==> src/hw/rtl/c_subset_tokenizer_defines.svh <==
// Assertion macros shared by the tokenizer RTL.
// Depends on nothing; the bodies are empty when SYNTHESIS is defined.
`ifndef C_SUBSET_TOKENIZER_DEFINES_SVH
`define C_SUBSET_TOKENIZER_DEFINES_SVH

`ifndef SYNTHESIS

// Property must hold at every clock edge outside reset.
`define CST_ASSERT(lbl, clk, rstn, prop) \
  lbl: assert property (@(posedge clk) disable iff (!rstn) prop) \
    else $error("tokenizer assertion failed");

// Condition must never be true outside reset.
`define CST_ASSERT_NEVER(lbl, clk, rstn, cond) \
  lbl: assert property (@(posedge clk) disable iff (!rstn) !(cond)) \
    else $error("tokenizer forbidden condition seen");

`else

`define CST_ASSERT(lbl, clk, rstn, prop)
`define CST_ASSERT_NEVER(lbl, clk, rstn, cond)

`endif

`endif

==> src/hw/rtl/cst_pkg.sv <==
// Shared types, token codes and character classes of the tokenizer.
// No dependencies; used by cst_kw_match and c_subset_tokenizer.
package cst_pkg;

  localparam int MAX_IDENT_LEN = 32;
  localparam int IDX_W = $clog2(MAX_IDENT_LEN);
  localparam int LEN_W = $clog2(MAX_IDENT_LEN + 1);
  localparam int LINE_W = 20;
  localparam logic [LINE_W-1:0] LINE_MAX = '1;
  localparam int NUM_KW = 7;

  typedef logic [4:0] kind_t;

  localparam kind_t K_ADD    = 5'd0;
  localparam kind_t K_SUB    = 5'd1;
  localparam kind_t K_MUL    = 5'd2;
  localparam kind_t K_DIV    = 5'd3;
  localparam kind_t K_GT     = 5'd4;
  localparam kind_t K_GE     = 5'd5;
  localparam kind_t K_LT     = 5'd6;
  localparam kind_t K_LE     = 5'd7;
  localparam kind_t K_NOT    = 5'd8;
  localparam kind_t K_DEQU   = 5'd9;
  localparam kind_t K_EQU    = 5'd10;
  localparam kind_t K_SEMI   = 5'd11;
  localparam kind_t K_LBRACE = 5'd12;
  localparam kind_t K_RBRACE = 5'd13;
  localparam kind_t K_LPAR   = 5'd14;
  localparam kind_t K_RPAR   = 5'd15;
  localparam kind_t K_NUMBER = 5'd16;
  localparam kind_t K_IDENT  = 5'd17;
  localparam kind_t K_KW0    = 5'd18;
  localparam kind_t K_EOF    = 5'd25;
  localparam kind_t K_ERROR  = 5'd26;

  localparam logic [7:0] CH_TAB   = 8'h09;
  localparam logic [7:0] CH_LF    = 8'h0A;
  localparam logic [7:0] CH_SPACE = 8'h20;

  // Keyword table update request from the sequencer
  typedef struct packed {
    logic             start;
    logic             append;
    logic [IDX_W-1:0] pos;
    logic [7:0]       ch;
  } kw_upd_t;

  typedef struct packed {
    logic  hit;
    kind_t kind;
  } punct_t;

  function automatic logic is_digit(input logic [7:0] c);
    return (c >= "0") && (c <= "9");
  endfunction

  function automatic logic is_alpha(input logic [7:0] c);
    return ((c >= "a") && (c <= "z")) || ((c >= "A") && (c <= "Z")) || (c == "_");
  endfunction

  // One-character punctuators that complete at once
  function automatic punct_t single_punct(input logic [7:0] c);
    punct_t p;
    p.hit = 1'b1;
    unique case (c)
      "+":     p.kind = K_ADD;
      "-":     p.kind = K_SUB;
      "*":     p.kind = K_MUL;
      "/":     p.kind = K_DIV;
      "!":     p.kind = K_NOT;
      ";":     p.kind = K_SEMI;
      "{":     p.kind = K_LBRACE;
      "}":     p.kind = K_RBRACE;
      "(":     p.kind = K_LPAR;
      ")":     p.kind = K_RPAR;
      default: begin
        p.hit  = 1'b0;
        p.kind = K_ERROR;
      end
    endcase
    return p;
  endfunction

  // Keyword text, stored with the first character in the low byte
  function automatic logic [39:0] kw_text(input logic [2:0] k);
    logic [39:0] t;
    unique case (k)
      3'd0:    t = 40'("tnirp");
      3'd1:    t = 40'("tni");
      3'd2:    t = 40'("fi");
      3'd3:    t = 40'("esle");
      3'd4:    t = 40'("elihw");
      3'd5:    t = 40'("rof");
      3'd6:    t = 40'("diov");
      default: t = '0;
    endcase
    return t;
  endfunction

  function automatic logic [LEN_W-1:0] kw_len(input logic [2:0] k);
    logic [LEN_W-1:0] n;
    unique case (k)
      3'd0, 3'd4: n = LEN_W'(5);
      3'd1, 3'd5: n = LEN_W'(3);
      3'd2:       n = LEN_W'(2);
      3'd3, 3'd6: n = LEN_W'(4);
      default:    n = '0;
    endcase
    return n;
  endfunction

  // Keyword character at a position; zero past the end of the keyword
  function automatic logic [7:0] kw_char(input logic [2:0] k, input logic [IDX_W-1:0] pos);
    logic [39:0] t;
    logic [7:0]  c;
    t = kw_text(k);
    c = 8'h00;
    for (int i = 0; i < 5; i++) begin
      if (32'(pos) == i) c = t[8*i +: 8];
    end
    return c;
  endfunction

endpackage

==> src/hw/rtl/cst_ram.sv <==
// Generic single-port-write, single-port-read RAM with registered read data.
// No dependencies; holds the identifier characters of the tokenizer.
module cst_ram #(
  parameter int DEPTH = 32,
  parameter int WIDTH = 8,
  parameter int AW    = $clog2(DEPTH)
) (
  input  logic             clk_i,
  input  logic             we_i,
  input  logic [AW-1:0]    waddr_i,
  input  logic [WIDTH-1:0] wdata_i,
  input  logic             re_i,
  input  logic [AW-1:0]    raddr_i,
  output logic [WIDTH-1:0] rdata_o
);

  logic [WIDTH-1:0] mem [DEPTH];
  logic [WIDTH-1:0] rdata_q;

  // Write port
  always_ff @(posedge clk_i) begin
    if (we_i) begin
      mem[waddr_i] <= wdata_i;
    end
  end

  // Read port; data holds until the next read
  always_ff @(posedge clk_i) begin
    if (re_i) begin
      rdata_q <= mem[raddr_i];
    end
  end

  assign rdata_o = rdata_q;

endmodule

==> src/hw/rtl/cst_kw_match.sv <==
// Running keyword matcher: one candidate bit per keyword, narrowed per character.
// Depends on cst_pkg for the keyword table and the update struct.
module cst_kw_match (
  input  logic                        clk_i,
  input  cst_pkg::kw_upd_t            upd_i,
  input  logic [cst_pkg::LEN_W-1:0]   ident_len_i,
  input  logic                        ident_ovf_i,
  output logic                        kw_hit_o,
  output cst_pkg::kind_t              kw_kind_o
);

  logic [cst_pkg::NUM_KW-1:0] cand_q;
  logic [cst_pkg::NUM_KW-1:0] cand_d;
  logic [cst_pkg::NUM_KW-1:0] char_ok;

  // Compare the new character against every keyword at its position
  always_comb begin
    for (int k = 0; k < cst_pkg::NUM_KW; k++) begin
      char_ok[k] = (cst_pkg::kw_char(3'(k), upd_i.pos) == upd_i.ch);
    end
  end

  // Restart on the first character, narrow on each further one
  always_comb begin
    cand_d = cand_q;
    if (upd_i.start) begin
      cand_d = char_ok;
    end else if (upd_i.append) begin
      cand_d = cand_q & char_ok;
    end
  end

  always_ff @(posedge clk_i) begin
    cand_q <= cand_d;
  end

  // Pick the keyword whose characters and length both match
  always_comb begin
    kw_hit_o  = 1'b0;
    kw_kind_o = cst_pkg::K_IDENT;
    for (int k = cst_pkg::NUM_KW - 1; k >= 0; k--) begin
      if (cand_q[k] && (cst_pkg::kw_len(3'(k)) == ident_len_i) && !ident_ovf_i) begin
        kw_hit_o  = 1'b1;
        kw_kind_o = cst_pkg::K_KW0 + 5'(k);
      end
    end
  end

endmodule

==> src/hw/rtl/c_subset_tokenizer.sv <==
// A byte ending a pending number, keyword or comparison loads it in ST_FLUSH; a
// one-byte punctuator, EOF or error in ST_POST after ST_FLUSH, the first name character
// in ST_ID after its RAM read. Input is one byte per cycle inside a token; it stalls
// in ST_FLUSH, ST_POST and ST_ID, which reads one RAM character per free output cycle.
// Reset: asynchronous, active low; line counter to one, block idle and unlocked.
// Top level of the tokenizer; depends on cst_pkg, cst_ram, cst_kw_match.
`include "c_subset_tokenizer_defines.svh"

module c_subset_tokenizer (
  input  logic        clk_i,
  input  logic        rst_ni,
  input  logic        s_axis_tvalid,
  output logic        s_axis_tready,
  input  logic [7:0]  s_axis_tdata,   // [7:0] char_code
  input  logic        s_axis_tlast,   // end_of_input
  output logic        m_axis_tvalid,
  input  logic        m_axis_tready,
  output logic [63:0] m_axis_tdata,   // [31:0] int_value, [39:32] ident_char,
                                      // [59:40] line_number, [63:60] zero
  output logic        m_axis_tlast,   // last
  output logic [5:0]  m_axis_tuser    // [4:0] token_kind, [5] ident_truncated
);

  localparam int IW = cst_pkg::IDX_W;
  localparam int LW = cst_pkg::LEN_W;

  typedef enum logic [1:0] {ST_IN, ST_FLUSH, ST_ID, ST_POST} state_e;
  typedef enum logic [2:0] {
    MODE_IDLE, MODE_NUMBER, MODE_IDENT, MODE_PUNCT, MODE_LOCKED
  } mode_e;
  typedef enum logic [1:0] {PO_NONE, PO_EOF, PO_START} post_e;

  state_e                     state_q, state_d;
  mode_e                      mode_q, mode_d;
  post_e                      post_q, post_d;
  logic [31:0]                num_q, num_d;
  logic [LW-1:0]              ident_len_q, ident_len_d;
  logic                       ident_ovf_q, ident_ovf_d;
  cst_pkg::kind_t             pend_q, pend_d;
  logic [cst_pkg::LINE_W-1:0] line_q, line_d;
  logic [IW-1:0]              rd_idx_q, rd_idx_d;
  logic [7:0]                 char_q, char_d;

  logic                       out_valid_q;
  cst_pkg::kind_t             out_kind_q, ld_kind;
  logic [31:0]                out_val_q, ld_val;
  logic [7:0]                 out_ch_q, ld_ch;
  logic                       out_last_q, ld_last;
  logic                       out_trunc_q, ld_trunc;
  logic [cst_pkg::LINE_W-1:0] out_line_q;
  logic                       out_load;
  logic                       slot_free;

  logic                       ram_we, ram_re;
  logic [IW-1:0]              ram_waddr, ram_raddr;
  logic [7:0]                 ram_wdata, ram_rdata;
  cst_pkg::kw_upd_t           kw_upd;
  logic                       kw_hit;
  cst_pkg::kind_t             kw_kind;

  logic                       in_fire;
  logic [7:0]                 in_c;
  cst_pkg::punct_t            sp;

  assign s_axis_tready = (state_q == ST_IN);
  assign in_fire       = s_axis_tvalid && s_axis_tready;
  assign in_c          = s_axis_tdata;
  assign slot_free     = !out_valid_q || m_axis_tready;
  assign sp            = cst_pkg::single_punct(char_q);

  // Identifier buffer
  cst_ram #(
    .DEPTH(cst_pkg::MAX_IDENT_LEN),
    .WIDTH(8),
    .AW   (IW)
  ) u_ram (
    .clk_i  (clk_i),
    .we_i   (ram_we),
    .waddr_i(ram_waddr),
    .wdata_i(ram_wdata),
    .re_i   (ram_re),
    .raddr_i(ram_raddr),
    .rdata_o(ram_rdata)
  );

  // Keyword candidates, narrowed as characters are written
  cst_kw_match u_kw (
    .clk_i      (clk_i),
    .upd_i      (kw_upd),
    .ident_len_i(ident_len_q),
    .ident_ovf_i(ident_ovf_q),
    .kw_hit_o   (kw_hit),
    .kw_kind_o  (kw_kind)
  );

  // Sequencer: absorb bytes, flush the pending token, then start the next one.
  // RAM writes and reads never overlap: the walk ends before a new identifier starts.
  always_comb begin
    state_d     = state_q;
    mode_d      = mode_q;
    post_d      = post_q;
    num_d       = num_q;
    ident_len_d = ident_len_q;
    ident_ovf_d = ident_ovf_q;
    pend_d      = pend_q;
    line_d      = line_q;
    rd_idx_d    = rd_idx_q;
    char_d      = char_q;

    out_load = 1'b0;
    ld_kind  = cst_pkg::K_EOF;
    ld_val   = '0;
    ld_ch    = '0;
    ld_last  = 1'b1;
    ld_trunc = 1'b0;

    ram_we    = 1'b0;
    ram_waddr = ident_len_q[IW-1:0];
    ram_wdata = in_c;
    ram_re    = 1'b0;
    ram_raddr = '0;

    kw_upd.start  = 1'b0;
    kw_upd.append = 1'b0;
    kw_upd.pos    = ident_len_q[IW-1:0];
    kw_upd.ch     = in_c;

    unique case (state_q)
      ST_IN: begin
        if (in_fire && (mode_q != MODE_LOCKED)) begin
          char_d = in_c;
          priority if (s_axis_tlast) begin
            post_d  = PO_EOF;
            state_d = ST_FLUSH;
          end else if ((mode_q == MODE_NUMBER) && cst_pkg::is_digit(in_c)) begin
            num_d = (num_q << 3) + (num_q << 1) + {28'd0, in_c[3:0]};
          end else if ((mode_q == MODE_IDENT) &&
                       (cst_pkg::is_alpha(in_c) || cst_pkg::is_digit(in_c))) begin
            if (ident_len_q < LW'(cst_pkg::MAX_IDENT_LEN)) begin
              ram_we        = 1'b1;
              kw_upd.append = 1'b1;
              ident_len_d   = ident_len_q + LW'(1);
            end else begin
              ident_ovf_d = 1'b1;
            end
          end else if ((mode_q == MODE_PUNCT) && (in_c == "=")) begin
            // Fold into a two-character token and emit it as the flush
            pend_d  = (pend_q == cst_pkg::K_EQU) ? cst_pkg::K_DEQU :
                      (pend_q == cst_pkg::K_LT)  ? cst_pkg::K_LE : cst_pkg::K_GE;
            post_d  = PO_NONE;
            state_d = ST_FLUSH;
          end else begin
            post_d  = PO_START;
            state_d = ST_FLUSH;
          end
        end
      end

      ST_FLUSH: begin
        unique case (mode_q)
          MODE_NUMBER: begin
            if (slot_free) begin
              out_load = 1'b1;
              ld_kind  = cst_pkg::K_NUMBER;
              ld_val   = num_q;
              mode_d   = MODE_IDLE;
              num_d    = '0;
              state_d  = ST_POST;
            end
          end
          MODE_PUNCT: begin
            if (slot_free) begin
              out_load = 1'b1;
              ld_kind  = pend_q;
              mode_d   = MODE_IDLE;
              pend_d   = '0;
              state_d  = ST_POST;
            end
          end
          MODE_IDENT: begin
            if (kw_hit) begin
              if (slot_free) begin
                out_load = 1'b1;
                ld_kind  = kw_kind;
                mode_d   = MODE_IDLE;
                state_d  = ST_POST;
              end
            end else begin
              // Fetch the first character; the walk emits one per cycle while the output slot is free
              ram_re    = 1'b1;
              ram_raddr = '0;
              rd_idx_d  = '0;
              state_d   = ST_ID;
            end
          end
          default: begin
            state_d = ST_POST;
          end
        endcase
      end

      ST_ID: begin
        if (slot_free) begin
          out_load = 1'b1;
          ld_kind  = cst_pkg::K_IDENT;
          ld_ch    = ram_rdata;
          ld_trunc = ident_ovf_q;
          ld_last  = ((LW'(rd_idx_q) + LW'(1)) == ident_len_q);
          if (ld_last) begin
            mode_d  = MODE_IDLE;
            state_d = ST_POST;
          end else begin
            ram_re    = 1'b1;
            ram_raddr = rd_idx_q + IW'(1);
            rd_idx_d  = rd_idx_q + IW'(1);
          end
        end
      end

      ST_POST: begin
        unique case (post_q)
          PO_EOF: begin
            if (slot_free) begin
              out_load = 1'b1;
              ld_kind  = cst_pkg::K_EOF;
              state_d  = ST_IN;
            end
          end
          PO_START: begin
            priority if ((char_q == cst_pkg::CH_SPACE) || (char_q == cst_pkg::CH_TAB)) begin
              state_d = ST_IN;
            end else if (char_q == cst_pkg::CH_LF) begin
              if (line_q != cst_pkg::LINE_MAX) line_d = line_q + cst_pkg::LINE_W'(1);
              state_d = ST_IN;
            end else if (cst_pkg::is_digit(char_q)) begin
              mode_d  = MODE_NUMBER;
              num_d   = {28'd0, char_q[3:0]};
              state_d = ST_IN;
            end else if (cst_pkg::is_alpha(char_q)) begin
              mode_d       = MODE_IDENT;
              ram_we       = 1'b1;
              ram_waddr    = '0;
              ram_wdata    = char_q;
              kw_upd.start = 1'b1;
              kw_upd.pos   = '0;
              kw_upd.ch    = char_q;
              ident_len_d  = LW'(1);
              ident_ovf_d  = 1'b0;
              state_d      = ST_IN;
            end else if ((char_q == "=") || (char_q == "<") || (char_q == ">")) begin
              mode_d  = MODE_PUNCT;
              pend_d  = (char_q == "=") ? cst_pkg::K_EQU :
                        (char_q == "<") ? cst_pkg::K_LT : cst_pkg::K_GT;
              state_d = ST_IN;
            end else if (sp.hit) begin
              if (slot_free) begin
                out_load = 1'b1;
                ld_kind  = sp.kind;
                state_d  = ST_IN;
              end
            end else begin
              // Unknown byte: report and lock until reset
              if (slot_free) begin
                out_load = 1'b1;
                ld_kind  = cst_pkg::K_ERROR;
                mode_d   = MODE_LOCKED;
                state_d  = ST_IN;
              end
            end
          end
          default: begin
            state_d = ST_IN;
          end
        endcase
      end

      default: begin
        state_d = ST_IN;
      end
    endcase
  end

  // Control state and lexer registers
  always_ff @(posedge clk_i or negedge rst_ni) begin
    if (!rst_ni) begin
      state_q     <= ST_IN;
      mode_q      <= MODE_IDLE;
      post_q      <= PO_NONE;
      num_q       <= '0;
      ident_len_q <= '0;
      ident_ovf_q <= 1'b0;
      pend_q      <= '0;
      line_q      <= cst_pkg::LINE_W'(1);
      rd_idx_q    <= '0;
      out_valid_q <= 1'b0;
    end else begin
      state_q     <= state_d;
      mode_q      <= mode_d;
      post_q      <= post_d;
      num_q       <= num_d;
      ident_len_q <= ident_len_d;
      ident_ovf_q <= ident_ovf_d;
      pend_q      <= pend_d;
      line_q      <= line_d;
      rd_idx_q    <= rd_idx_d;
      if (out_load) begin
        out_valid_q <= 1'b1;
      end else if (m_axis_tready) begin
        out_valid_q <= 1'b0;
      end
    end
  end

  // Output payload and latched input byte
  always_ff @(posedge clk_i) begin
    char_q <= char_d;
    if (out_load) begin
      out_kind_q  <= ld_kind;
      out_val_q   <= ld_val;
      out_ch_q    <= ld_ch;
      out_last_q  <= ld_last;
      out_trunc_q <= ld_trunc;
      out_line_q  <= line_q;
    end
  end

  assign m_axis_tvalid = out_valid_q;
  assign m_axis_tdata  = {4'd0, out_line_q, out_ch_q, out_val_q};
  assign m_axis_tlast  = out_last_q;
  assign m_axis_tuser  = {out_trunc_q, out_kind_q};

  `CST_ASSERT(a_len_bound, clk_i, rst_ni, ident_len_q <= LW'(cst_pkg::MAX_IDENT_LEN))
  `CST_ASSERT(a_ovf_full, clk_i, rst_ni, ident_ovf_q |-> (ident_len_q == LW'(cst_pkg::MAX_IDENT_LEN)))
  `CST_ASSERT(a_walk_in_range, clk_i, rst_ni, (state_q == ST_ID) |-> (LW'(rd_idx_q) < ident_len_q))
  `CST_ASSERT(a_locked_silent, clk_i, rst_ni, ((mode_q == MODE_LOCKED) && (state_q == ST_IN)) |=> !out_load)
  `CST_ASSERT_NEVER(a_no_overwrite, clk_i, rst_ni, out_load && out_valid_q && !m_axis_tready)

endmodule
==> config.mk <==
export PLATFORM = sky130hd
export DESIGN_NAME = c_subset_tokenizer
export DESIGN_NICKNAME = d
export VERILOG_FILES = /design/src/hw/rtl/cst_pkg.sv /design/src/hw/rtl/cst_ram.sv /design/src/hw/rtl/cst_kw_match.sv /design/src/hw/rtl/c_subset_tokenizer.sv
export VERILOG_INCLUDE_DIRS = /design/src /design/src/hw/rtl
export SDC_FILE = /design/constraint.sdc
export NUM_CORES = 1
export LEC_CHECK = 0
export ABC_AREA = 0
export BUFFER_PORTS_ARGS = -buffer_cell sky130_fd_sc_hd__buf_2
export CAP_MARGIN = 20
export CORE_UTILIZATION = 52
export DETAILED_ROUTE_END_ITERATION = 10
export GPL_TIMING_DRIVEN = 1
export MAX_ROUTING_LAYER = met4
export PLACE_DENSITY_LB_ADDON = 0.3
export SYNTH_ARGS = -nofsm -noshare
export SYNTH_HDL_FRONTEND = slang
export SYNTH_SLANG_ARGS = --single-unit
==> constraint.sdc <==
create_clock -name clk_i -period 7.6 [get_ports clk_i]
set_input_delay 0.76 -clock clk_i [delete_from_list [all_inputs] [get_ports clk_i]]
set_output_delay 0.76 -clock clk_i [all_outputs]
set_load 0.02 [all_outputs]
== Word level (Yosys, flattened, before mapping) ==
Memory sizes are Yosys's and may differ from the RTL's. A register that Yosys moved wholly into a read port is not among the register bits.
Index checks and enable logic that the tools add are counted.
Widths: inputs -> output; s select.
Cells by class
  magnitude comparators: 13
  divide/modulo/power cells: 0
  bitwise logic cells: 2
  add/subtract/negate cells: 6
  shifts and indexed selects: 0
  reduce and logical (&&, ||, !) cells: 58
  $mul: 0
  mux-type cells: 211
  equality and inequality tests: 80
Operator list (count)
  $mux 32: 9
  $mux 7: 32
  $mux 5: 37
  $eq 8x6->1 const B: 13
  $pmux 32 s3: 1
  $mux 8: 10
  $mux 13: 6
  $mux 6: 10
  $pmux 5 s10: 1
  $eq 7x8->1: 6
  $mux 1: 45
  $pmux 5 s3: 3
  $mux 4: 11
  $ne 2x2->1 const B: 22
  $mux 2: 21
  $mux 3: 12
  $add 32x32->32: 1
  $add 32x4->32: 1
  $eq 8x7->1 const B: 4
  $ge 8x7->1 const B: 4
  $le 8x7->1 const B: 4
  $logic_and 1x1->1: 25
  $reduce_and 11->1: 2
  $add 20x1->20 const B: 1
  47 further kinds: 89
Storage, ports and cells
  flip-flop bits (word level): 159
  bits in writable memories: 256
  memories kept: 1
  bits of input ports: 13
  output and inout port bits: 73
  word-level logic and storage cells: 389
  bits in latches: 0
  bits in read-only memories: 0
Memory list
  u_ram.mem: depth 32, bits a word 8, read ports 1, clocked after Yosys merged registers in 1, write ports 1, line cst_ram.sv:17  | logic [WIDTH-1:0] mem [DEPTH];

== Longest topological paths before layout ==
Gate-level depths: netlist of the first run.
  word-level depth: 20
  depth in mapped cells: 13
  depth with buffers taken out: 12

== Hierarchy ==
Synthesis of the first run repeated with hierarchy kept, for this count alone.
Second synthesis, totals
  cell total of the unflattened synthesis: 1407
  area total of the unflattened synthesis: 20120.5 um^2
Modules (own cells, without submodules)
  cst_ram: area an instance 10133.5 um^2, cells an instance 417, instances 1, sequential area each 7927.6 um^2
  c_subset_tokenizer: area an instance 8763.4 um^2, cells an instance 827, instances 1, sequential area each 4155.2 um^2
  cst_kw_match: area an instance 1223.7 um^2, cells an instance 163, instances 1, sequential area each 210.2 um^2

== Least setup slack after synthesis of the first run ==
OpenSTA, ideal clock, no wires.
  kind: register to register
  start point: register ident_len_q[0]
  end point: register out_last_q, in the netlist m_axis_tlast, enable pin
  stages on the path, launching flop included: 12
  path slack: -0.750 ns
  data arrival time: 7.735 ns
  cells stage by stage: dfrtp_1 -> clkbuf_1 -> inv_1 -> clkbuf_1 -> ha_1 -> nand3_1 -> a311o_1 -> nand2_1 -> a41o_1 -> a21oi_1 -> or3_1 -> a311oi_1
On the way
  longest elaborated chain between the ends: 13
  elaborated cells between the ends (all ways): 28
  classes of those cells: eq/ne (4); mux (10); reduce/logical (14)
Ends and longest elaborated chain
  start, declared: line c_subset_tokenizer.sv:37  | logic [LW-1:0] ident_len_q, ident_len_d;
  start signal, assigned: line c_subset_tokenizer.sv:301  | ident_len_q <= ident_len_d;
  $eq 3x6->1: line cst_kw_match.sv:42  | if (cand_q[k] && (cst_pkg::kw_len(3'(k)) == ident_len_i) && !ident_ovf_i) begin
  $logic_and 1x1->1 (2 in series): line cst_kw_match.sv:42
  $mux 1 (6 in series): line cst_kw_match.sv:42
  $mux 1 *: line cst_kw_match.sv:42
  $mux 1 *: line c_subset_tokenizer.sv:181  | if (kw_hit) begin
  $pmux 1 s2 *: line c_subset_tokenizer.sv:160  | unique case (mode_q)
  $pmux 1 s3 *: line c_subset_tokenizer.sv:128  | unique case (state_q)
  net out_load: line c_subset_tokenizer.sv:51  | logic out_load;
  end signal, assigned: line c_subset_tokenizer.sv:321  | out_last_q <= ld_last;
  end, declared: line c_subset_tokenizer.sv:48  | logic out_last_q, ld_last;
The timed path passes the listed nets; every way through them passes the cells marked *.
A chain may end at the register's enable or synchronous reset.

== Final worst setup path of the first run ==
  start point: register char_q[0]
  end point: memory u_ram.mem[6][1], enable pin
On the way
  longest elaborated chain between the ends: 12
  elaborated cells between the ends (all ways): 30
  classes of those cells: order compare (6); eq/ne (4); mux (14); reduce/logical (6)
Ends and longest elaborated chain
  start, declared: line c_subset_tokenizer.sv:42  | logic [7:0] char_q, char_d;
  start signal, assigned: line c_subset_tokenizer.sv:316  | char_q <= char_d;
  $ge 8x7->1 or $le 8x7->1 (tied branches): line cst_pkg.sv:58  | return ((c >= "a") && (c <= "z")) || ((c >= "A") && (c <= "Z")) || (c == "_");
  $logic_and 1x1->1: line cst_pkg.sv:58
  $logic_or 1x1->1 (2 in series): line cst_pkg.sv:58
  $mux 1: line c_subset_tokenizer.sv:239  | end else if (cst_pkg::is_alpha(char_q)) begin
  $mux 1: line c_subset_tokenizer.sv:235  | end else if (cst_pkg::is_digit(char_q)) begin
  $mux 1: line c_subset_tokenizer.sv:232  | end else if (char_q == cst_pkg::CH_LF) begin
  $mux 1: line c_subset_tokenizer.sv:230  | priority if ((char_q == cst_pkg::CH_SPACE) || (char_q == cst_pkg::CH_TAB)) begin
  $mux 1: line c_subset_tokenizer.sv:221  | unique case (post_q)
  $pmux 1 s2: line c_subset_tokenizer.sv:128
  $mux 1: line cst_ram.sv:22  | if (we_i) begin
  $mux 1 (not written as such): line cst_ram.sv:23  | mem[waddr_i] <= wdata_i;
  end, declared: line cst_ram.sv:17
Several ways; a longest one is shown, not always the timed one.

==> results of run 1 <==
## cell usage after synthesis (18+ instances only)
master / n / share of area, %
mux2i_1: 32 / 1.6
dfrtp_1: 75 / 9.3
o21ai_0: 78 / 1.9
inv_1: 28 / 0.52
nand2_1: 181 / 3.4
ha_1: 70 / 4.3
a31oi_1: 45 / 1.4
clkbuf_1: 64 / 1.2
xor2_1: 23 / 0.99
and3_1: 23 / 0.71
mux2_2: 18 / 1.0
buf_2: 19 / 0.47
edfxtp_1: 346 / 51
xnor2_1: 41 / 1.8
nor3_1: 29 / 0.72
a21oi_1: 75 / 1.9
nand3_1: 43 / 1.1
o211ai_1: 32 / 1.2
nor2_1: 99 / 1.8
nand4_1: 20 / 0.62
and2_1: 38 / 1.2
o221ai_1: 44 / 1.9
## sequential cells by signal (all words and copies together), names as in the netlist, 2 cells and up
signal         flops
u_ram.rdata_o      8
char_q             8
out_val_q         32
u_ram.mem        256
u_kw.cand_q        7
out_kind_q         5
out_ch_q           8
pend_q             4
ident_len_q        6
rd_idx_q           5
out_line_q        20
num_q             32
mode_q             3
post_q             2
state_q            2
line_q            20
## placed cells by master, fill, tap and decap left out, types with 8 or more instances in the layout
cell type  netlist  layout
o31ai_1         14      14
buf_2           19      80
xnor2_1         41      41
a21oi_1         75      75
and3_1          23      23
dfrtp_1         75      74
buf_4           12      26
o221ai_1        44      44
nand3_1         43      43
o22ai_1         12      12
inv_1           28      28
clkbuf_16        0      46
a31oi_1         45      45
edfxtp_1       346     346
and2_1          38      38
o211ai_1        32      32
o41ai_1          9       9
o21ai_0         78      78
nor2_1          99      99
mux2_2          18      18
nand2b_1        11      11
ha_1            70      70
nor2b_1          8       8
a211oi_1        13      13
nand4_1         20      20
clkbuf_1        64      13
mux2i_1         32      32
a21o_1          13      12
a22o_1          17      17
nor3_1          29      28
xor2_1          23      23
or3_1           12      12
nand2_1        181     181
## logic make-up after synthesis
group | synth area share [%]
other | 0.01851
multiplexers | 3.026
AO/OA/AOI/OAI | 13.92
AND/OR/NAND/NOR | 12.14
flip-flops | 60.67
buffers and inverters | 2.803
XOR/XNOR | 2.902
adder cells (fa/ha/maj) | 4.520
## metal layers
metal  vias to the layer above  GRT usage (%)  routed length, um
li1                       6487              -                  -
met1                      6921          38.65              22020
met2                       691          39.08              22980
met3                        60          3.730               4108
met4                         0          6.701                806
met5                         -              -                  0
## final cells by class
type                            count  area (um2)  share of cell area (%)
Multi-Input combinational cell   1118        7448                   32.91
Clock inverter                     20       222.7                  0.9841
Clock buffer                       62        1241                   5.485
Sequential cell                   422       12290                   54.33
Antenna cell                        1       2.502                 0.01106
Inverter                           30       112.6                  0.4976
Timing Repair Buffer              111       669.4                   2.958
Tap cell                          511       639.4                   2.825
## power breakdown
group,internal [mW],switching [mW],total [mW]
registers,2.79,0.208,3.00
clock network,1.28,0.891,2.17
logic,0.740,1.48,2.22
## stage by stage
step / power, mW / area, um2
4_1_cts: 7.398 / 22590
5_1_grt: 7.740 / 22630
2_1_floorplan: 4.578 / 20280
6_report: 7.388 / 22630
3_3_place_gp: 5.174 / 21080
3_5_place_dp: 5.224 / 21120
## worst paths after layout
kind / startpoint / endpoint / slack [ns] / cells after the start
hold reg to reg: line_q[13]$_DFFE_PN0P_ / line_q[13]$_DFFE_PN0P_ / 0.49 / 1
min in group clk_i: s_axis_tlast / post_q[0]$_DFFE_PN0P_ / 0.46 / 3
setup / recovery: char_q[0]$_DFFE_PP_ / u_ram.mem[6][1]$_DFFE_PP_ / 3.40 / 10
max in group asynchronous: rst_ni / line_q[0]$_DFFE_PN1P_ / 6.92 / 2
setup reg to reg: char_q[0]$_DFFE_PP_ / u_ram.mem[6][1]$_DFFE_PP_ / 3.40 / 10
hold / removal: rst_ni / num_q[2]$_DFFE_PN0P_ / 0.02 / 1
## critical path, delay by kind of cell, from the launching register on
kind	cells	cell delay, ns
compound gates	2	0.33
simple gates	6	2.29
buf+inv	2	0.48
flops	1	0.71
==> flow_summary_export.csv, run 1 <==
group,metric,value,unit
worst_setup_path,cp-end-kind,"register",
drt,via_per_inst,6.224,
sta,finalCritPeriodShare,55.26,%
hold_path,hold_class,"input pin to asynchronous set/reset pin",
synthesis,synth_warnings,0,
sta,fin_setup_tns,0,ns
floorplanning,initial_core_util,53.29,%
layout,final_cells,2275,
sta,setup_slack,3.401,ns
drt,drc,0,
placed_design,place_hpwl,32890,um
sta,hold_ws,0.02101,ns
outcome,outcome,"complete, no violations",
drt,wirelength,49910,um
placed_design,place_congestion,0.9294,
sta,timing.fmax,238.1,MHz
global_routing,grt_max_degree,77,
layout,drive_above_1_share,13.27,%
sta,relSlewSlack,31.09,%
cts,post_cts_resized,0,
placed_design,dp_slack,3.030,ns
sta,min_period,4.199,ns
cts,cts_tree,"yes",
layout,fin_nets,1812,
power,ir_drop,0.1848,mV
drt,drt_first_pass_iters,5,
floorplanning,die_area,0.03976,mm2
global_routing,grt.total_usage,26.47,%
synthesis,ys_seq_elements,422,
worst_setup_path,crit_top_cell,"buf_4",
worst_setup_path,path_cells,"nand2_2 > o2111ai_2 > nand3b_1 > or4_1 > buf_4 > o21ai_0 > buf_4 > and2b_1 > nand4_1 > nor2_1",
cts,cts_buffers,44,
power,leakage,8.252,nW
worst_setup_path,critPathLaunchType,"register",
synthesis,postSynthCellCount,1666,
drt,ant_nets,0,
global_routing,grt_pass1_vias,13090,
floorplanning,rows,71,
synthesis,synthDistinctLibCells,88,
cts,clk_pin_slew,0.06,ns
cts,cts_max_path_buffers,3,
global_routing,grt-ovfl-total,0,
floorplanning,ios,86,
power,p_per_area,326.4,mW/mm2
cts,cts_setup_buffers,0,
placed_design,portBuffers,81,
worst_setup_path,worst_ep_arrival_time,4.40,ns
global_routing,antenna_found_initial,1,
placed_design,numPlacedInstances,2189,
cts,hold_buffers,0,
cts,cts_sinks,422,
drt,wl_per_cell,21.94,um
sta,finalClockSkew,0.02138,ns
drt,num_vias,14160,
global_routing,grt_pass1_wl,77110,um
sta,slew_viol_final,0,
floorplanning,die_h,199.4,um
synthesis,synth_area,0.02026,mm2
cts,clk_latency,0.58,ns
sta,setup_violations,0,
worst_setup_path,critPathMaxStageDelay,0.72,ns
worst_setup_path,required,7.80,ns
drt,first_iter_violations,1459,
sta,rsz0062_at_grt,"false",
floorplanning,core,0.03802,mm2
synthesis,async_flop_share,18.01,%
layout,final_util,59.52,%
layout,area_growth,11.68,%
job,maxCapViolCount,0,
floorplanning,die_w,199.4,um
sta,worst_pin_slew,1.031,ns
synthesis,ys.flop_type,"edfxtp_1",
worst_setup_path,worstPathMaxFanout,31,
worst_setup_path,crit_type,"register to register",
synthesis,ys_seq_area_share,60.67,%
cts,ctsRootBufferMaster,"clkbuf_16",
synthesis,syn_area_per_cell,12.16,um2
synthesis,synth_edf_count,346,
cts,htreeDepth,2,
sta,hold_viol,0,
layout,nFillCells,3075,
worst_setup_path,slowest_stage,"nor2_1",
Note: power is estimated with default switching activity, not from simulation.
==> inputs of run 2 (changes only) <==
- ABC_AREA: 0 -> 1
- clock period: 7.6 -> 4.3 ns (I/O delays scaled with it)
==> run 2 against run 1 <==
Net effect:
- clock-buffer cell count down 2
- largest cell class unchanged
- clock skew rose by 0.010 ns
- register-to-register slack worse by 2.5 ns
==> flow_summary_export.csv, run 2 <==
group,metric,value,unit
placed_design,place_congestion,0.9630,
worst_setup_path,worstPathMaxFanout,17,
drt,via_per_inst,5.709,
cts,cts_max_path_buffers,3,
power,comb_power_share,38.0,%
synthesis,synth_warnings,0,
cts,ctsRootBufferMaster,"clkbuf_16",
sta,timing.fmax,293.4,MHz
global_routing,grt_pass1_vias,16740,
synthesis,synth.most_common_cell,"nand2_1",
layout,drive_above_1_share,10.03,%
power,leakage,11.00,nW
worst_setup_path,worst_ep_arrival_time,3.73,ns
global_routing,grt.total_usage,27.67,%
cts,clk_latency,0.58,ns
power,ir_drop,0.4246,mV
floorplanning,initial_core_util,53.00,%
placed_design,numPlacedInstances,3008,
drt,wirelength,58240,um
worst_setup_path,cp-end-kind,"register",
power,clkPwrFrac,26.3,%
synthesis,synth.top_cells.by_area,"edfxtp_1 (46%), dfrtp_1 (8.4%), nand2_1 (7.3%)",
sta,min_period,3.408,ns
synthesis,ys_seq_area_share,54.93,%
power,swShare,39.97,%
layout,stdcell_area,0.02491,mm2
sta,relSlewSlack,31.96,%
synthesis,synth_edf_count,346,
floorplanning,die_area,0.04388,mm2
cts,htreeDepth,2,
power,report.power.total,14.76,mW
drt,drt_first_pass_iters,6,
worst_setup_path,critPathLaunchType,"register",
sta,worst_pin_slew,1.021,ns
placed_design,postPlaceCellArea,0.02340,mm2
sta,setup_violations,0,
global_routing,grt_pass1_wl,92070,um
sta,finalCritPeriodShare,79.26,%
floorplanning,die_w,209.5,um
floorplanning,ios,86,
worst_setup_path,crit_type,"register to register",
floorplanning,die_h,209.5,um
synthesis,postSynthCellCount,2436,
layout,seq_area,0.01229,mm2
global_routing,grt_max_degree,129,
floorplanning,rows,75,
sta,hold_viol,0,
sta,finalClockSkew,0.03167,ns
layout,multiInputGateArea,0.007946,mm2
layout,final_common_cell,"nand2_1",
drt,num_vias,17650,
synthesis,synth_top_cell_by_area,"edfxtp_1",
sta,hold_ws,0.08352,ns
cts,clk_pin_slew,0.06,ns
layout,mostFrequentLayoutCells,"nand2_1 (437), inv_1 (422), edfxtp_1 (346)",
job,maxCapViolCount,0,
synthesis,synthDistinctLibCells,65,
layout,top_regs,"u_ram.mem (256), num_q (32), out_val_q (32)",
power,p_int,8.860,mW
drt,drc,0,
synthesis,synth_area,0.02238,mm2
power,p_sw,5.899,mW
placed_design,portBuffers,81,
synthesis,syn_area_per_cell,9.188,um2
global_routing,antenna_found_initial,0,
sta,slew_viol_final,0,
layout,area_growth,11.28,%
sta,rsz0062_at_grt,"false",
synthesis,ys.flop_type,"edfxtp_1",
placed_design,dp_slack,0.7821,ns
layout,nFillCells,3594,
synthesis,ys_seq_elements,422,
cts,cts_buffers,45,
layout,final_cells,3091,
synthesis,synth_top_area_share,46.42,%
worst_setup_path,reg2reg_setup_slack,0.89,ns
cts,cts_setup_buffers,0,
floorplanning,core,0.04223,mm2
layout,final_util,58.98,%
power,p_per_area,592.6,mW/mm2
layout,largest_reg_flops,256,
synthesis,async_flop_share,18.01,%
cts,post_cts_resized,0,
synthesis,synth_commonest_cells,"nand2_1 (437), inv_1 (423), edfxtp_1 (346)",
worst_setup_path,required,4.62,ns
layout,top_register,"u_ram.mem",
placed_design,place_hpwl,38750,um
cts,cts_tree,"yes",
sta,fin_setup_tns,0,ns
drt,ant_nets,0,
outcome,outcome,"complete, no violations",
global_routing,grt-ovfl-total,0,
sta,setup_slack,0.8919,ns
layout,fin_nets,2603,
hold_path,hold_class,"input pin to register",
cts,cts_sinks,422,
drt,first_iter_violations,1813,
drt,wl_per_cell,18.84,um
layout,diodes,0,
power,p_seq_share,35.8,%
[run 2: cell types whose count changed after synthesis, sizes merged, moves of 44 or more]
cell and delta:
nand4 +125, nor2 +108, o221ai -44, nand3 +260, nand2 +261, inv +403
[run 2: final timing paths]
check	from	endpoint	depth (start not counted)
min in group asynchronous	rst_ni	line_q[7]$_DFFE_PN0P_	2
max in group asynchronous	rst_ni	num_q[0]$_DFFE_PN0P_	3
min reg2reg	line_q[19]$_DFFE_PN0P_	out_line_q[19]$_DFFE_PP_	0
min	s_axis_tdata[6]	char_q[6]$_DFFE_PP_	1
max reg2reg	rd_idx_q[0]$_DFFE_PN0P_	u_ram.rdata_o[6]$_DFFE_PP_	17
max	rd_idx_q[0]$_DFFE_PN0P_	u_ram.rdata_o[6]$_DFFE_PP_	17
[run 2: cells by family after synthesis]
family / synth area share (%)
XOR/XNOR: 1.878
AO/OA/AOI/OAI: 5.769
other: 0.01675
flip-flops: 54.93
AND/OR/NAND/NOR: 23.60
adder cells (fa/ha/maj): 4.092
buffers and inverters: 9.716
[run 2: worst max-delay path, cell delays in order, from the launching register on]
cell and delay (ns):
dfrtp_1 0.43, ha_1 0.37, inv_1 0.07, nand2_1 0.06, nand2_1 0.05, nor2_1 0.10, nand3_1 0.09, nor2_2 0.14
nand3_4 0.14, nand2_4 0.15, nor2_4 0.04, inv_1 0.55, buf_4 0.37, nand3_1 0.16, nand3_1 0.15, nand2_1 0.11
nand2_1 0.08, nand2_1 0.05
[run 2: timing repair]
action	in CTS	in global routing
setup endpoints to repair	0	0
hold buffers	0	1
endpoints found under the hold margin	0	11
[run 2: routing by layer]
layer | vias up | share of wire, % | GRT usage (%)
li1 | 8362 | - | -
met1 | 8439 | 44 | 38.58
met2 | 728 | 46 | 41.87
met3 | 116 | 7.7 | 4.504
met4 | 0 | 2.7 | 8.281
met5 | - | 0 | -
[run 2: final cells by class]
type | count | share of cell area (%)
repair buffers | 136 | 3.587
inverters | 435 | 6.566
flip-flops and latches | 422 | 49.36
clock inverters | 21 | 0.8791
multi-input cells | 1478 | 31.90
clock buffers | 60 | 4.998
well taps | 539 | 2.708
[run 2: power by group through the flow]
stage / clock, mW / combinational [mW] / sequential, mW
floorplan: 0 / 3.81 / 5.49
global placement: 0 / 5.42 / 5.34
detailed placement: 0 / 5.51 / 5.35
CTS: 3.93 / 5.54 / 5.27
global route: 4.06 / 6.16 / 5.32
finish: 3.88 / 5.61 / 5.28
==> inputs of run 3 (changes only) <==
- clock period: 4.3 -> 3.53 ns (I/O delays scaled with it)
==> run 3 against run 2 <==
Net effect:
- fmax is 8.8% higher
- cell count up 0.65%
- clock-buffer cell count is 6 higher
- cell area grew 0.75%
- hold slack lost 0.043 ns
- first-iteration DRC count rose by 2.8%
- flip-flop and latch count is the same
==> flow_summary_export.csv, run 3 (synthesis gave the netlist of run 2 again) <==
group,metric,value,unit
floorplanning,initial_core_util,53.00,%
sta,timing.fmax,319.2,MHz
drt,via_per_inst,5.716,
cts,cts_tree,"yes",
cts,htreeDepth,2,
layout,diodes,0,
layout,multiInputGateArea,0.007946,mm2
sta,setup_violations,0,
sta,hold_ws,0.04100,ns
global_routing,grt.total_usage,27.99,%
layout,final_util,59.42,%
cts,post_cts_resized,0,
sta,setup_slack,0.3973,ns
global_routing,grt-ovfl-total,0,
layout,area_growth,12.11,%
global_routing,grt_max_degree,129,
worst_setup_path,crit_type,"register to register",
placed_design,place_hpwl,38640,um
worst_setup_path,r2r_cells,9,
drt,wirelength,59170,um
drt,ant_nets,0,
layout,top_register,"u_ram.mem",
worst_setup_path,required,3.74,ns
drt,drc,0,
layout,drive_above_1_share,10.30,%
cts,cts_setup_buffers,0,
placed_design,postPlaceCellArea,0.02349,mm2
placed_design,dp_slack,0.2721,ns
floorplanning,core,0.04223,mm2
layout,final_cells,3111,
outcome,outcome,"complete, no violations",
global_routing,grt_pass1_wl,93260,um
layout,nFillCells,3641,
drt,wl_per_cell,19.02,um
placed_design,portBuffers,81,
cts,cts_sinks,422,
global_routing,antenna_found_initial,0,
job,maxCapViolCount,0,
sta,finalCritPeriodShare,88.74,%
cts,clk_latency,0.58,ns
sta,rsz0062_at_grt,"false",
layout,top_regs,"u_ram.mem (256), num_q (32), out_val_q (32)",
sta,hold_viol,0,
floorplanning,die_w,209.5,um
layout,final_common_cell,"nand2_1",
sta,finalClockSkew,0.01514,ns
floorplanning,die_h,209.5,um
drt,first_iter_violations,1863,
sta,slew_viol_final,0,
drt,drt_first_pass_iters,5,
power,p_per_area,715.0,mW/mm2
global_routing,grt_pass1_vias,16800,
cts,ctsRootBufferMaster,"clkbuf_16",
sta,fin_setup_tns,0,ns
worst_setup_path,critPathLaunchType,"register",
sta,worst_pin_slew,0.8034,ns
floorplanning,rows,75,
hold_path,whs_path_depth,1,
worst_setup_path,cp-end-kind,"register",
placed_design,numPlacedInstances,3017,
layout,largest_reg_flops,256,
floorplanning,ios,86,
sta,relSlewSlack,46.44,%
cts,cts_buffers,46,
layout,mostFrequentLayoutCells,"nand2_1 (437), inv_1 (422), edfxtp_1 (346)",
layout,fin_nets,2620,
placed_design,place_congestion,0.9412,
power,report.power.total,17.94,mW
cts,clk_pin_slew,0.06,ns
power,ir_drop,0.4416,mV
layout,seq_area,0.01229,mm2
cts,cts_max_path_buffers,3,
worst_setup_path,worstPathMaxFanout,20,
layout,stdcell_area,0.02509,mm2
floorplanning,die_area,0.04388,mm2
power,leakage,11.09,nW
sta,min_period,3.133,ns
drt,num_vias,17780,
hold_path,hold_class,"input pin to register",
worst_setup_path,worst_ep_arrival_time,3.34,ns
==> run 3: cell count changes in the layout (fill, tap and decap cells not counted), moves of 2 or more <==
cell,delta
clkinv_8,-2
dlygate4sd3_1,+5
clkbuf_1,+6
buf_16,+2
buf_4,+8
clkinv_2,-2
==> run 3: worst max-delay path: stages (launching register included) <==
cell and delay, ns:
edfxtp_1 0.54, nor2_1 0.21, nand2_1 0.10, o21ai_1 0.25, nor2_4 0.08, nand3_4 0.22, nand2_1 0.20, nor2_2 0.25
nand2_1 0.30, nor2_1 0.59
==> run 3: final cells by class <==
| class | count | share of cell area, % |
|---|---|---|
| Tap cell | 539 | 2.688 |
| Multi-Input combinational cell | 1478 | 31.67 |
| Clock inverter | 19 | 0.7679 |
| Clock buffer | 66 | 5.051 |
| Sequential cell | 422 | 48.99 |
| Inverter | 435 | 6.537 |
| Timing Repair Buffer | 152 | 4.298 |
==> run 3: power by group <==
group / internal (mW) / switching (mW)
Sequential: 6.06 / 0.378
Clock: 2.78 / 1.96
Combinational: 2.01 / 4.75
==> run 3: final timing paths <==
| kind | to | slack, ns | from |
|---|---|---|---|
| worst max-delay path | u_ram.mem[17][6]$_DFFE_PP_ | 0.40 | char_q[3]$_DFFE_PP_ |
| worst min-delay path | char_q[1]$_DFFE_PP_ | 0.04 | s_axis_tdata[1] |
| worst max register to register | u_ram.mem[17][6]$_DFFE_PP_ | 0.40 | char_q[3]$_DFFE_PP_ |
| worst min register to register | out_line_q[19]$_DFFE_PP_ | 0.48 | line_q[19]$_DFFE_PN0P_ |
| max in group asynchronous | post_q[1]$_DFFE_PN0P_ | 2.67 | rst_ni |
| min in group asynchronous | num_q[27]$_DFFE_PN0P_ | 0.24 | rst_ni |
==> run 3: routing by layer <==
layer  routed length [um]  vias to the layer above  track usage [%]
li1                     -                     8404                -
met1                25890                     8507            39.30
met2                26920                      751            42.28
met3                 4772                      119            4.414
met4                 1595                        0            8.080
met5                    0                        -                -
==> run 3: timing repair <==
action | CTS | global route
endpoints found under the hold margin | 16 | 0
hold buffers | 6 | 0
endpoints found under the setup margin | 0 | 0
